--- src/rtl/b64e_pkg.sv ---
// b64e_pkg: shared types, constants and the alphabet lookup of the base64 encoder
// no dependencies

package b64e_pkg;

  // number of complete groups buffered between front and back
  localparam int unsigned QUEUE_DEPTH = 2;
  localparam int unsigned PTR_W       = (QUEUE_DEPTH > 1) ? $clog2(QUEUE_DEPTH) : 1;
  localparam int unsigned CNT_W       = $clog2(QUEUE_DEPTH + 1);

  localparam logic [7:0] PAD_CHAR = 8'h3D;

  // one 24-bit group waiting to be emitted as four characters
  typedef struct packed {
    logic [23:0] bits;
    logic [1:0]  pad_count;
    logic        is_end;
  } group_t;

  // queue status seen by the front and the top level
  typedef struct packed {
    logic             full;
    logic             empty;
    logic [CNT_W-1:0] count;
  } queue_status_t;

  // standard alphabet: A-Z a-z 0-9 + /
  function automatic logic [7:0] char_of(input logic [5:0] idx);
    logic [7:0] wide;
    wide = {2'b00, idx};
    if (idx < 6'd26) begin
      char_of = 8'(8'd65 + wide);
    end else if (idx < 6'd52) begin
      char_of = 8'(8'd71 + wide);       // 'a' - 26
    end else if (idx < 6'd62) begin
      char_of = 8'(wide - 8'd4);        // '0' - 52
    end else if (idx == 6'd62) begin
      char_of = 8'h2B;
    end else begin
      char_of = 8'h2F;
    end
  endfunction

endpackage

--- src/rtl/b64e_if.sv ---
// b64e_byte_if and b64e_char_if: valid/ready channels of the base64 encoder
// no dependencies

interface b64e_byte_if;
  logic       valid;
  logic       ready;
  logic [7:0] data_byte;
  logic       end_of_message;

  modport source (output valid, output data_byte, output end_of_message, input ready);
  modport sink   (input valid, input data_byte, input end_of_message, output ready);
endinterface

interface b64e_char_if;
  logic       valid;
  logic       ready;
  logic [7:0] code_char;
  logic       last_char;

  modport source (output valid, output code_char, output last_char, input ready);
  modport sink   (input valid, input code_char, input last_char, output ready);
endinterface

--- src/rtl/base64_encoder_unit.sv ---
// base64_encoder_unit: streaming standard base64 encoder, top level
// depends on b64e_pkg, b64e_if, b64e_front, b64e_queue and b64e_back
//
// usage
//   in_byte_i takes one message byte per transaction with end_of_message on
//   the final byte. out_char_o gives one ascii character per transaction,
//   last_char high on the final character of the message.
//   every third byte, or a byte with end_of_message, yields four characters;
//   a short final group is zero filled and padded with one or two '='.
//   the byte that closes a group pushes it into the group queue, and its
//   characters leave from the queue head, one character per transaction.
//   throughput: one byte per cycle while the group queue has room; the
//   sustained rate is set by the output channel at one character per cycle
//   while the receiver is ready. the two-entry group queue lets up to two
//   finished groups wait while bytes keep arriving.
//   when the receiver stalls the current character holds and the queue
//   fills; in_byte_i.ready drops only when both entries are taken.
//   reset (rst_ni low, asynchronous) empties the queue and clears any
//   partial group, so the next byte starts a new message.

module base64_encoder_unit (
  input  logic        clk_i,
  input  logic        rst_ni,
  b64e_byte_if.sink   in_byte_i,
  b64e_char_if.source out_char_o
);
  import b64e_pkg::*;

  logic          push, pop;
  group_t        push_group, head;
  queue_status_t q_status;

  // byte grouping
  b64e_front u_front (
    .clk_i        (clk_i),
    .rst_ni       (rst_ni),
    .in_byte_i    (in_byte_i),
    .q_status_i   (q_status),
    .push_o       (push),
    .push_group_o (push_group)
  );

  // group queue
  b64e_queue u_queue (
    .clk_i        (clk_i),
    .rst_ni       (rst_ni),
    .push_i       (push),
    .push_group_i (push_group),
    .pop_i        (pop),
    .head_o       (head),
    .status_o     (q_status)
  );

  // character output
  b64e_back u_back (
    .clk_i        (clk_i),
    .rst_ni       (rst_ni),
    .head_i       (head),
    .head_valid_i (~q_status.empty),
    .pop_o        (pop),
    .out_char_o   (out_char_o)
  );

`ifndef SYNTH
  // occupancy never exceeds the queue depth
  a_count_bound: assert property (@(posedge clk_i) disable iff (!rst_ni)
    q_status.count <= CNT_W'(QUEUE_DEPTH))
    else $error("group queue over-filled");

  // a message end always leaves a group in the queue
  a_eom_pushes: assert property (@(posedge clk_i) disable iff (!rst_ni)
    (in_byte_i.valid && in_byte_i.ready && in_byte_i.end_of_message)
    |=> !q_status.empty)
    else $error("message end did not queue a group");

  // padding that is not final is followed by more padding
  a_pad_run: assert property (@(posedge clk_i) disable iff (!rst_ni)
    (out_char_o.valid && out_char_o.ready && out_char_o.code_char == PAD_CHAR
     && !out_char_o.last_char)
    |=> (out_char_o.valid && out_char_o.code_char == PAD_CHAR))
    else $error("padding run broken");

  // padding only ever ends a message
  a_pad_in_last_group: assert property (@(posedge clk_i) disable iff (!rst_ni)
    (out_char_o.valid && out_char_o.code_char == PAD_CHAR) |-> head.is_end)
    else $error("padding outside the final group");
`endif

endmodule

--- src/rtl/b64e_front.sv ---
// b64e_front: collects message bytes into 3-byte groups and pushes finished groups
// depends on b64e_pkg and b64e_byte_if

module b64e_front (
  input  logic                   clk_i,
  input  logic                   rst_ni,
  b64e_byte_if.sink              in_byte_i,
  input  b64e_pkg::queue_status_t q_status_i,
  output logic                   push_o,
  output b64e_pkg::group_t       push_group_o
);
  import b64e_pkg::*;

  logic [15:0] pend_q, pend_d;
  logic [1:0]  fill_q, fill_d;
  logic        accept;

  // a byte is taken whenever the queue has room for a group
  assign in_byte_i.ready = ~q_status_i.full;
  assign accept          = in_byte_i.valid & in_byte_i.ready;

  // grouping and padding decision
  always_comb begin
    pend_d       = pend_q;
    fill_d       = fill_q;
    push_o       = 1'b0;
    push_group_o = '0;
    if (accept) begin
      if (fill_q >= 2'd2) begin
        push_o                 = 1'b1;
        push_group_o.bits      = {pend_q, in_byte_i.data_byte};
        push_group_o.pad_count = 2'd0;
        push_group_o.is_end    = in_byte_i.end_of_message;
        pend_d                 = '0;
        fill_d                 = 2'd0;
      end else if (in_byte_i.end_of_message) begin
        push_o              = 1'b1;
        push_group_o.is_end = 1'b1;
        if (fill_q == 2'd0) begin
          push_group_o.bits      = {in_byte_i.data_byte, 16'h0000};
          push_group_o.pad_count = 2'd2;
        end else begin
          push_group_o.bits      = {pend_q[15:8], in_byte_i.data_byte, 8'h00};
          push_group_o.pad_count = 2'd1;
        end
        pend_d = '0;
        fill_d = 2'd0;
      end else if (fill_q == 2'd0) begin
        pend_d = {in_byte_i.data_byte, 8'h00};
        fill_d = 2'd1;
      end else begin
        pend_d = {pend_q[15:8], in_byte_i.data_byte};
        fill_d = 2'd2;
      end
    end
  end

  // pending bytes and group fill
  always_ff @(posedge clk_i or negedge rst_ni) begin
    if (!rst_ni) begin
      pend_q <= '0;
      fill_q <= '0;
    end else begin
      pend_q <= pend_d;
      fill_q <= fill_d;
    end
  end

endmodule

--- src/rtl/b64e_queue.sv ---
// b64e_queue: short group queue between the front and the back
// depends on b64e_pkg

module b64e_queue (
  input  logic                    clk_i,
  input  logic                    rst_ni,
  input  logic                    push_i,
  input  b64e_pkg::group_t        push_group_i,
  input  logic                    pop_i,
  output b64e_pkg::group_t        head_o,
  output b64e_pkg::queue_status_t status_o
);
  import b64e_pkg::*;

  group_t           entry_q [QUEUE_DEPTH];
  logic [PTR_W-1:0] wr_ptr_q, rd_ptr_q;
  logic [CNT_W-1:0] count_q;
  logic             do_push, do_pop;

  function automatic logic [PTR_W-1:0] next_ptr(input logic [PTR_W-1:0] p);
    if (p == PTR_W'(QUEUE_DEPTH - 1)) begin
      next_ptr = '0;
    end else begin
      next_ptr = p + 1'b1;
    end
  endfunction

  assign status_o.full  = (count_q == CNT_W'(QUEUE_DEPTH));
  assign status_o.empty = (count_q == '0);
  assign status_o.count = count_q;
  assign head_o         = entry_q[rd_ptr_q];

  assign do_push = push_i & ~status_o.full;
  assign do_pop  = pop_i & ~status_o.empty;

  // storage
  always_ff @(posedge clk_i) begin
    if (do_push) begin
      entry_q[wr_ptr_q] <= push_group_i;
    end
  end

  // pointers and occupancy
  always_ff @(posedge clk_i or negedge rst_ni) begin
    if (!rst_ni) begin
      wr_ptr_q <= '0;
      rd_ptr_q <= '0;
      count_q  <= '0;
    end else begin
      if (do_push) wr_ptr_q <= next_ptr(wr_ptr_q);
      if (do_pop)  rd_ptr_q <= next_ptr(rd_ptr_q);
      if (do_push && !do_pop) begin
        count_q <= count_q + 1'b1;
      end else if (do_pop && !do_push) begin
        count_q <= count_q - 1'b1;
      end
    end
  end

endmodule

--- src/rtl/b64e_back.sv ---
// b64e_back: turns the head group into four characters, one per transaction
// depends on b64e_pkg and b64e_char_if

module b64e_back (
  input  logic             clk_i,
  input  logic             rst_ni,
  input  b64e_pkg::group_t head_i,
  input  logic             head_valid_i,
  output logic             pop_o,
  b64e_char_if.source      out_char_o
);
  import b64e_pkg::*;

  logic [1:0] slot_q, slot_d;
  logic [5:0] idx;
  logic       accept;

  // six-bit slice for the current slot, most significant first
  always_comb begin
    case (slot_q)
      2'd0:    idx = head_i.bits[23:18];
      2'd1:    idx = head_i.bits[17:12];
      2'd2:    idx = head_i.bits[11:6];
      default: idx = head_i.bits[5:0];
    endcase
  end

  // character, padding and end flag
  assign out_char_o.valid     = head_valid_i;
  assign out_char_o.code_char = ({1'b0, slot_q} >= (3'd4 - {1'b0, head_i.pad_count}))
                                ? PAD_CHAR : char_of(idx);
  assign out_char_o.last_char = (slot_q == 2'd3) & head_i.is_end;

  assign accept = out_char_o.valid & out_char_o.ready;
  assign pop_o  = accept & (slot_q == 2'd3);
  assign slot_d = accept ? slot_q + 2'd1 : slot_q;

  // slot counter
  always_ff @(posedge clk_i or negedge rst_ni) begin
    if (!rst_ni) begin
      slot_q <= '0;
    end else begin
      slot_q <= slot_d;
    end
  end

endmodule

--- src/flat_wrapper.sv ---
// flat-port wrapper written by rule: the top's interface ports become plain ports
module base64_encoder_unit_flat import b64e_pkg::*;
  (clk_i, rst_ni, in_byte_i_valid, in_byte_i_data_byte, in_byte_i_end_of_message, in_byte_i_ready, out_char_o_valid, out_char_o_code_char, out_char_o_last_char, out_char_o_ready);
  b64e_byte_if in_byte_i_i ();
  b64e_char_if out_char_o_i ();
  input  logic clk_i;
  input  logic rst_ni;
  input wire logic [$bits(in_byte_i_i.valid)-1:0] in_byte_i_valid;
  input wire logic [$bits(in_byte_i_i.data_byte)-1:0] in_byte_i_data_byte;
  input wire logic [$bits(in_byte_i_i.end_of_message)-1:0] in_byte_i_end_of_message;
  output wire logic [$bits(in_byte_i_i.ready)-1:0] in_byte_i_ready;
  output wire logic [$bits(out_char_o_i.valid)-1:0] out_char_o_valid;
  output wire logic [$bits(out_char_o_i.code_char)-1:0] out_char_o_code_char;
  output wire logic [$bits(out_char_o_i.last_char)-1:0] out_char_o_last_char;
  input wire logic [$bits(out_char_o_i.ready)-1:0] out_char_o_ready;
  assign in_byte_i_i.valid = in_byte_i_valid;
  assign in_byte_i_i.data_byte = in_byte_i_data_byte;
  assign in_byte_i_i.end_of_message = in_byte_i_end_of_message;
  assign in_byte_i_ready = in_byte_i_i.ready;
  assign out_char_o_valid = out_char_o_i.valid;
  assign out_char_o_code_char = out_char_o_i.code_char;
  assign out_char_o_last_char = out_char_o_i.last_char;
  assign out_char_o_i.ready = out_char_o_ready;
  base64_encoder_unit u_core (.clk_i(clk_i), .rst_ni(rst_ni), .in_byte_i(in_byte_i_i), .out_char_o(out_char_o_i));
endmodule
--- config.mk ---
export PLATFORM = sky130hd
export DESIGN_NAME = base64_encoder_unit_flat
export DESIGN_NICKNAME = d
export VERILOG_FILES = /design/src/rtl/b64e_pkg.sv /design/src/rtl/b64e_if.sv /design/src/rtl/base64_encoder_unit.sv /design/src/rtl/b64e_front.sv /design/src/rtl/b64e_queue.sv /design/src/rtl/b64e_back.sv /design/src/flat_wrapper.sv
export SDC_FILE = /design/constraint.sdc
export NUM_CORES = 1
export LEC_CHECK = 0
export BUFFER_PORTS_ARGS = -buffer_cell sky130_fd_sc_hd__buf_2
export CORE_MARGIN = 2
export CORE_UTILIZATION = 57
export DETAILED_ROUTE_END_ITERATION = 16
export GPL_TIMING_DRIVEN = 0
export PLACE_DENSITY = 0.77
export SYNTH_ARGS = -nofsm -noshare
export SYNTH_HDL_FRONTEND = slang
export SYNTH_SLANG_ARGS = --single-unit
--- constraint.sdc ---
create_clock -name clk_i -period 5.55 [get_ports clk_i]
set_input_delay 0.8325 -clock clk_i [delete_from_list [all_inputs] [get_ports clk_i]]
set_output_delay 0.8325 -clock clk_i [all_outputs]
set_load 0.01 [all_outputs]
# Word level (Yosys, flattened, before mapping)
# Memories as Yosys holds them, arrays and structs flattened.
# Cells that the tools add are included.
# W data, S select, Z words.
[classes]
add_sub_neg = 9
order_cmp = 5
eq_ne = 5
n_mux = 25
bitwise_logic = 8
n_reduce_logical = 10
[op_table]
columns = ["operator", "n"]
rows = [
  ["$mux W27", 3],
  ["$mux W16", 3],
  ["$mux W8", 4],
  ["$mux W26", 1],
  ["$pmux W6 S3", 1],
  ["$add A7 B6 Y8 const A", 2],
  ["$lt A6 B6 Y1 const B", 2],
  ["$mux W2", 5],
  ["$mux W1", 7],
  ["$sub A6 B3 Y7 const B", 1],
  ["$and A1 B1 Y1", 6],
  ["$eq A2 B2 Y1 const B", 3],
  ["$eq A6 B6 Y1 const B", 1],
  ["$logic_not A2 Y1", 3],
  ["$lt A6 B5 Y1 const B", 1],
  ["$add A2 B1 Y2 const B", 2],
  ["$ge A2 B3 Y1", 1],
  ["$mux W3", 1],
  ["$reduce_bool A3 Y1", 1],
  ["$sub A3 B2 Y3 const A", 1],
  ["$add A1 B1 Y1 const B", 2],
  ["$eq A2 B1 Y1 const B", 1],
  ["$ge A2 B2 Y1 const B", 1],
  ["$logic_and A1 B1 Y1", 2],
  ["5 further kinds", 7],
]
[word_totals]
register_bits = 24
mem_bits_rw = 54
input_bits = 13
output_inout_bits = 11
n_memories = 1
[memory_table]
columns = ["memory", "depth", "width", "read_ports", "rd_clocked_by_memory_dff", "wr", "line", "rtl"]
rows = [
  ["u_core.u_queue.entry_q", 2, 27, 1, 0, 1, "b64e_queue.sv:15", "group_t entry_q [QUEUE_DEPTH];"],
]

# Longest topological paths before layout
# Gate-level depths: netlist of the first run.
[logic_depth]
depth_word = 9
mapped_depth = 14

# Cells and area by module
# From an unflattened synthesis of the first run, not the netlist that was laid out.
[unflattened]
cells_unflattened = 339
area_unflattened_um2 = 4157.7
[modules_own_cells]
columns = ["module", "instances", "cells_per_inst", "area_per_inst_um2", "seq_area_each_um2"]
rows = [
  ["b64e_queue", 1, 103, 2244.7, 1721.7],
  ["b64e_front", 1, 136, 1123.6, 450.4],
  ["b64e_back", 1, 99, 785.8, 50.0],
  ["base64_encoder_unit", 1, 1, 3.8, 0.0],
]

# Worst setup path after synthesis of the first run
# Ideal clock, no wire load.
[synth_timing]
kind = "input to register"
from = "input port in_byte_i_valid"
to = "memory u_core.u_queue.entry_q[0][0] in the netlist's numbering, enable pin"
setup_time_ns = 0.445
arrival_ns = 3.242
path_slack_ns = 1.863
path_stages = 4
cell_sequence = "nand2_1 > clkbuf_1 > clkbuf_1 > nor3_1"
[synth_via]
elab_chain_cells = 5
[synth_lines]
columns = ["item", "line", "rtl"]
rows = [
  ["start: declaration", "flat_wrapper.sv:8", "input wire logic [$bits(in_byte_i_i.valid)-1:0] in_byte_i_valid;"],
  ["$and A1 B1 Y1", "b64e_front.sv:20", "assign accept = in_byte_i.valid & in_byte_i.ready;"],
  ["$mux W1", "b64e_front.sv:28", "if (accept) begin"],
  ["$and A1 B1 Y1", "b64e_queue.sv:33", "assign do_push = push_i & ~status_o.full;"],
  ["$mux W1", "b64e_queue.sv:38", "if (do_push) begin"],
  ["$mux W1 (not written as such)", "b64e_queue.sv:39", "entry_q[wr_ptr_q] <= push_group_i;"],
  ["end: declaration", "b64e_queue.sv:15", ""],
]
# Every way passes these cells.

# Worst setup path in the final report of the first run
[layout_timing]
from = "register u_core.u_back.slot_q[0]"
to = "output port out_char_o_code_char[1]"
[layout_via]
elab_chain_cells = 7
[layout_lines]
columns = ["item", "line", "rtl"]
rows = [
  ["start: declaration", "b64e_back.sv:14", "logic [1:0] slot_q, slot_d;"],
  ["start signal: assignment", "b64e_back.sv:43", "slot_q <= slot_d;"],
  ["$eq A2 B2 Y1 (tied with other cells)", "b64e_back.sv:20", "case (slot_q)"],
  ["$pmux W6 S3", "b64e_back.sv:20", ""],
  ["$sub A6 B3 Y7 / $lt A6 B6 Y1 (equally long branches)", "b64e_pkg.sv:36, b64e_pkg.sv:35", ""],
  ["$mux W8", "b64e_pkg.sv:35", "end else if (idx < 6'd62) begin"],
  ["$mux W8", "b64e_pkg.sv:33", "end else if (idx < 6'd52) begin"],
  ["$mux W8", "b64e_pkg.sv:31", "if (idx < 6'd26) begin"],
  ["$mux W8 *", "b64e_back.sv:31", "? PAD_CHAR : char_of(idx);"],
  ["end: declaration", "flat_wrapper.sv:13", "output wire logic [$bits(out_char_o_i.code_char)-1:0] out_char_o_code_char;"],
]
# Mark *: on every way between the ends. The rest lies on a longest branch, timed or not.

==> flow_summary.ini, run 1 <==
[critical_path]
crit_arrival_ps = 3680
start_kind = flip-flop
rr_worst_depth = 7
cp.required_ps = 4720
r2r_start = u_core.u_queue.count_q[0]
crit_slowest_cell = dfrtp_1
worst-path-buf-inv = 6
end_kind = output pin
rr_endpoint = u_core.u_queue.entry_q[0][4]
critPathTopFamily = buffers and inverters
crit_top_cell = buf_2
slowest_delay_ps = 440
crit_chain = inv_1 -> ha_1 -> buf_2 -> a22oi_1 -> nand3_1 -> and3_1 -> buf_2 -> inv_2 -> buf_2 -> ha_1 -> nor3_4 -> mux2_2 -> a211oi_1 -> buf_2
critical_path_class = reg -> out
reg2reg_slack_ps = 2920
cp_max_fo = 10

[floorplanning]
fp-row-count = 30
core_area_um2 = 6681
ios = 24
start_util_pct = 58.24
die_h_um = 86.63
die_w_um = 86.63
die-area_um2 = 7504

[synthesis]
synthDominantCellAreaShare_pct = 41.67
synth_top_family_by_area = compound AO/OA/AOI/OAI gates
synth.area.mux_share_pct = 3.151
ys.warnings.count = 0
synth_compound_gate_area_share_pct = 16.53
synth_cell_types = 49
synth-edff-count = 54
synthesis.nets = 355
synth-simple-area-share_pct = 13.76
post_synth_xor_area_fraction_pct = 1.801
yosysTopAreaCell = edfxtp_1
ys_seq_elements = 78
ys_seq_area_share_pct = 57.11
synthesis.area_um2 = 3891
yosys-top-cells-area = edfxtp_1 (42%), dfrtp_1 (15%), a22o_1 (6.1%)
synth_fa_ha_area_share_pct = 4.116
synth_cells = 330
syn_avg_cell_area_um2 = 11.79
synth-main-ff-cell = edfxtp_1
async_flop_share_pct = 30.77

[power]
leakage_nw = 1.778
irDropWorstVdd_v = 0.0003121
powerDensity_nw_per_um2 = 676.4

[sta]
maxSlewHeadroom_pct = 14.01
tns_ps = 0
setup_viol_count_final = 0
hold_viol_final = 0
slew_viol_final = 0
finClkSkew_ps = 5.072
period_share_pct = 81.23
post-route-min-period_ps = 4508
fmax_mhz = 221.8
tightest_slew_ps = 1290
setup_ws_ps = 1042
rsz0062_at_grt = false

[drt]
antenna_left = 0
vias = 2743
drt_wl_total_um = 8011
vias_per_cell = 6.082
drc = 0
dr.pass1.iters = 5
first_iter_violations = 205
avgRoutedWirePerCell_um = 17.76

[placement]
dpl.hpwl_um = 5676
gp_congestion = 0.8511
port_buffers = 23
place_ws_ps = 1436
place_area_um2 = 4134

[cts]
cts_setup_buffers = 0
cts_tree = built
clockBufferDepth = 2
h-tree-depth = 3
cts_buffers = 9
clk_latency_ps = 350
hold_buffers = 0
cts_resized = 0
cts.sinks = 78
root_buffer = clkbuf_8
path_clk_slew_ps = 80

[global_routing]
grt_max_degree = 28
antenna_found_initial = 0
first_global_vias = 2605
overflow = 0
grt.total_usage_pct = 23.47
grt_pass1_wl_um = 13320

[cells_and_area]
finalInstanceArea_um2 = 4379
nNetsFinal = 391
final_cell_mix = edfxtp_1 (54), nand2_1 (38), buf_2 (30)
syn_to_final_growth_pct = 12.54
diodes = 0
layout-drive-gt1-share_pct = 18.60
final_common_cell = edfxtp_1

[min_path]
hp-class = in -> async

[status]
status = finished clean

[job]
drv_cap = 0
cells by family after synthesis:
group                      Yosys count
and+or+nand+nor                    109
buffers and inverters               29
muxes                               12
adders and majority gates           13
DFF                                 78
xor gates and xnor gates             8
AOI/OAI and AO/OA                   81
routing by layer:
layer / track usage, % / share of wire (%) / wire length, µm / up-vias
li1: - / - / - / 1300
met3: 4.381 / 4.4 / 354 / 10
met2: 39.93 / 52 / 4137 / 95
met4: 6.534 / 0.96 / 77 / 0
met5: 0 / 0 / 0 / -
met1: 31.03 / 43 / 3443 / 1338
power breakdown:
| part | leakage, nW | internal, W | switching, W |
|---|---|---|---|
| Sequential | 0.822 | 0.000779 | 0.0000779 |
| Clock | 0.124 | 0.000301 | 0.000209 |
| Combinational | 0.832 | 0.000658 | 0.000937 |
| Total | 1.78 | 0.00174 | 0.00122 |
layout make-up:
| class | instances | area [µm²] |
|---|---|---|
| Multi-Input combinational cell | 223 | 1536 |
| Clock inverter | 7 | 121.4 |
| Clock buffer | 9 | 123.9 |
| Buffer | 19 | 98.84 |
| Tap cell | 80 | 100.1 |
| Inverter | 10 | 38.79 |
| Timing Repair Buffer | 25 | 137.6 |
| Fill cell | 514 | 2302 |
| Sequential cell | 78 | 2222 |
sequential cells by signal, summed over array words and instances, names as in the netlist:
signal	flops
u_core.u_back.slot_q	2
u_core.u_front.fill_q	2
u_core.u_front.pend_q	16
u_core.u_queue.count_q	2
u_core.u_queue.entry_q	54
u_core.u_queue.rd_ptr_q	1
u_core.u_queue.wr_ptr_q	1
worst max path at each step:
stage / cells past startpoint / startpoint / end
after floorplan: 4 / in_byte_i_valid / u_core.u_queue.entry_q[0][0]
after global placement: 5 / in_byte_i_valid / u_core.u_queue.entry_q[0][4]
after detailed placement: 14 / u_core.u_back.slot_q[0] / out_char_o_code_char[1]
after CTS: 14 / u_core.u_back.slot_q[0] / out_char_o_code_char[1]
after global routing: 14 / u_core.u_back.slot_q[0] / out_char_o_code_char[1]
final: 14 / u_core.u_back.slot_q[0] / out_char_o_code_char[1]
Yosys cell counts (3+ instances only):
master,count
dfrtp_1,24
xor2_1,3
nor2_1,21
a21oi_1,8
clkbuf_1,9
and3_1,4
nand3_1,11
and2_1,13
nor3_1,7
xnor2_1,5
edfxtp_1,54
mux2i_1,10
ha_1,12
a22oi_1,18
inv_1,7
nand2_1,38
buf_2,7
o21ai_0,11
a22o_1,27
per-stage QoR:
step	power, W	util [%]	instances	hold WS [ps]
after global routing	0.003181	65.54	451	498.0
after CTS	0.002963	65.54	451	471.6
final	0.002962	65.54	451	464.7
after detailed placement	0.002447	61.87	435	488.3
after global placement	0.002401	61.46	433	475.5
after floorplan	0.002036	-	330	456.3
(Power assumes the default switching activity.)
==> inputs of run 2 (changes only) <==
==> constraint.sdc (replaced) <==
create_clock -name clk_i -period 4.3 [get_ports clk_i]
set_input_delay 0.645 -clock clk_i [delete_from_list [all_inputs] [get_ports clk_i]]
set_output_delay 0.645 -clock clk_i [all_outputs]
set_load 0.01 [all_outputs]
==> flow_summary.ini, run 2 (synthesized netlist as in run 1, its figures left out) <==
[cells_and_area]
layout-drive-gt1-share_pct = 20.05
top_regs = u_core.u_queue.entry_q: 54 flops, u_core.u_front.pend_q: 16 flops
diodes = 0
syn_to_final_growth_pct = 13.44
utilization_pct = 66.07
largest_reg_flops = 54
regMostFlops = u_core.u_queue.entry_q
final_common_cell = edfxtp_1
nNetsFinal = 394
fill_cells = 513
final_cell_mix = edfxtp_1 (54), nand2_1 (38), a22o_1 (27), buf_2 (27), dfrtp_1 (22)

[critical_path]
critical_path_class = reg -> out
end_kind = output pin
start_kind = flip-flop
rr_endpoint = u_core.u_queue.entry_q[0][4]
crit_top_cell = buf_2
r2r_start = u_core.u_queue.count_q[0]
worst-path-buf-inv = 6
rr_worst_depth = 7
critPathTopFamily = buffers and inverters
crit_arrival_ps = 3460
cp_max_fo = 10
slowest_delay_ps = 450
reg2reg_slack_ps = 1670
cp.required_ps = 3650
crit_chain = inv_1 -> ha_1 -> buf_4 -> a22oi_1 -> nand3_1 -> and3_1 -> buf_2 -> inv_2 -> buf_2 -> ha_2 -> nor3_4 -> mux2_2 -> a211oi_1 -> buf_2
crit_slowest_cell = dfrtp_2

[drt]
antenna_left = 0
wl_met2_um = 4162
vias = 2730
avgRoutedWirePerCell_um = 17.63
dr.pass1.iters = 4
first_iter_violations = 199
maxUsedRoutingLayer = met4
dr_wl_met3_um = 433
drc = 0
met1Wirelength_um = 3382
vias_per_cell = 6.013
drt_wl_total_um = 8004

[floorplanning]
fp-row-count = 30
ios = 24
core_area_um2 = 6681
start_util_pct = 58.24
die_w_um = 86.63
die_h_um = 86.63
die-area_um2 = 7504

[power]
total_power_w = 0.003866
leakage_nw = 1.790
irDropWorstVdd_v = 0.0004038
powerDensity_nw_per_um2 = 875.7

[placement]
dpl.hpwl_um = 5676
port_buffers = 23
place_ws_ps = 373.9
gp_congestion = 0.8511

[cts]
path_clk_slew_ps = 80
cts.sinks = 78
cts_tree = built
clk_latency_ps = 340
clockBufferDepth = 2
root_buffer = clkbuf_8
hold_buffers = 0
h-tree-depth = 3
cts_buffers = 9

[global_routing]
first_global_vias = 2614
grt.total_usage_pct = 23.43
grt_pass1_wl_um = 13290
grt_max_degree = 28
overflow = 0
antenna_found_initial = 0

[sta]
fmax_mhz = 243.7
setup_ws_ps = 197.1
post-route-min-period_ps = 4103
slew_viol_final = 0
setup_viol_count_final = 0
finClkSkew_ps = 4.885
hold_viol_final = 0
maxSlewHeadroom_pct = 14.26
period_share_pct = 95.42
tightest_slew_ps = 1286

[min_path]
hp-class = in -> async

[job]
drv_cap = 0

[status]
status = finished clean
run 2: cell types whose count changed in the layout (fill, tap and decap cells not counted), sizes merged:
cell / before / now
buf: 35 / 37
clkbuf: 18 / 19
run 2: what timing repair did:
item,CTS,global route
endpoints found under the setup margin,1,1
resized for setup,0,8
buffers inserted,0,3
pin swaps,1,1
run 2: area by class of cell:
class	instances	area, µm²	area share (%)
Sequential cell	78	2225	50.40
Multi-Input combinational cell	223	1539	34.86
Timing Repair Buffer	28	160.2	3.628
Clock buffer	9	123.9	2.806
Clock inverter	7	121.4	2.749
Buffer	19	106.4	2.409
Tap cell	80	100.1	2.268
Inverter	10	38.79	0.8787
run 2: power breakdown:
group / switching [W] / internal [W] / total, W
clock: 0.000266 / 0.000388 / 0.000654
sequential: 0.000101 / 0.00101 / 0.00111
combinational: 0.00121 / 0.000893 / 0.00210
run 2: worst max path at each step:
stage / from / endpoint / slack (ps) / depth (start not counted)
floorplan: in_byte_i_valid / u_core.u_queue.entry_q[0][0] / 800 / 4
global placement: in_byte_i_valid / u_core.u_queue.entry_q[0][4] / -360 / 5
detailed placement: u_core.u_back.slot_q[0] / out_char_o_code_char[1] / 370 / 14
CTS: u_core.u_back.slot_q[0] / out_char_o_code_char[1] / 50 / 14
global route: u_core.u_back.slot_q[0] / out_char_o_code_char[1] / -10 / 14
finish: u_core.u_back.slot_q[0] / out_char_o_code_char[1] / 200 / 14
run 2: per-stage QoR:
stage | hold WS, ps | setup TNS (ps) | std cells | cell area (µm²)
after floorplan | 349.4 | 0 | 330 | 3891
after CTS | 284.1 | 0 | 451 | 4379
after detailed placement | 488.3 | 0 | 435 | 4134
after global placement | 475.5 | -9791 | 433 | 4106
after global routing | 309.7 | -14.36 | 454 | 4414
final | 284.3 | 0 | 454 | 4414
run 2: layer usage:
layer  global-route usage [%]  vias to the layer above
met5                        0                        -
met4                    6.534                        0
met3                    4.381                        2
met2                    39.93                       85
met1                    30.90                     1337
li1                         -                     1306
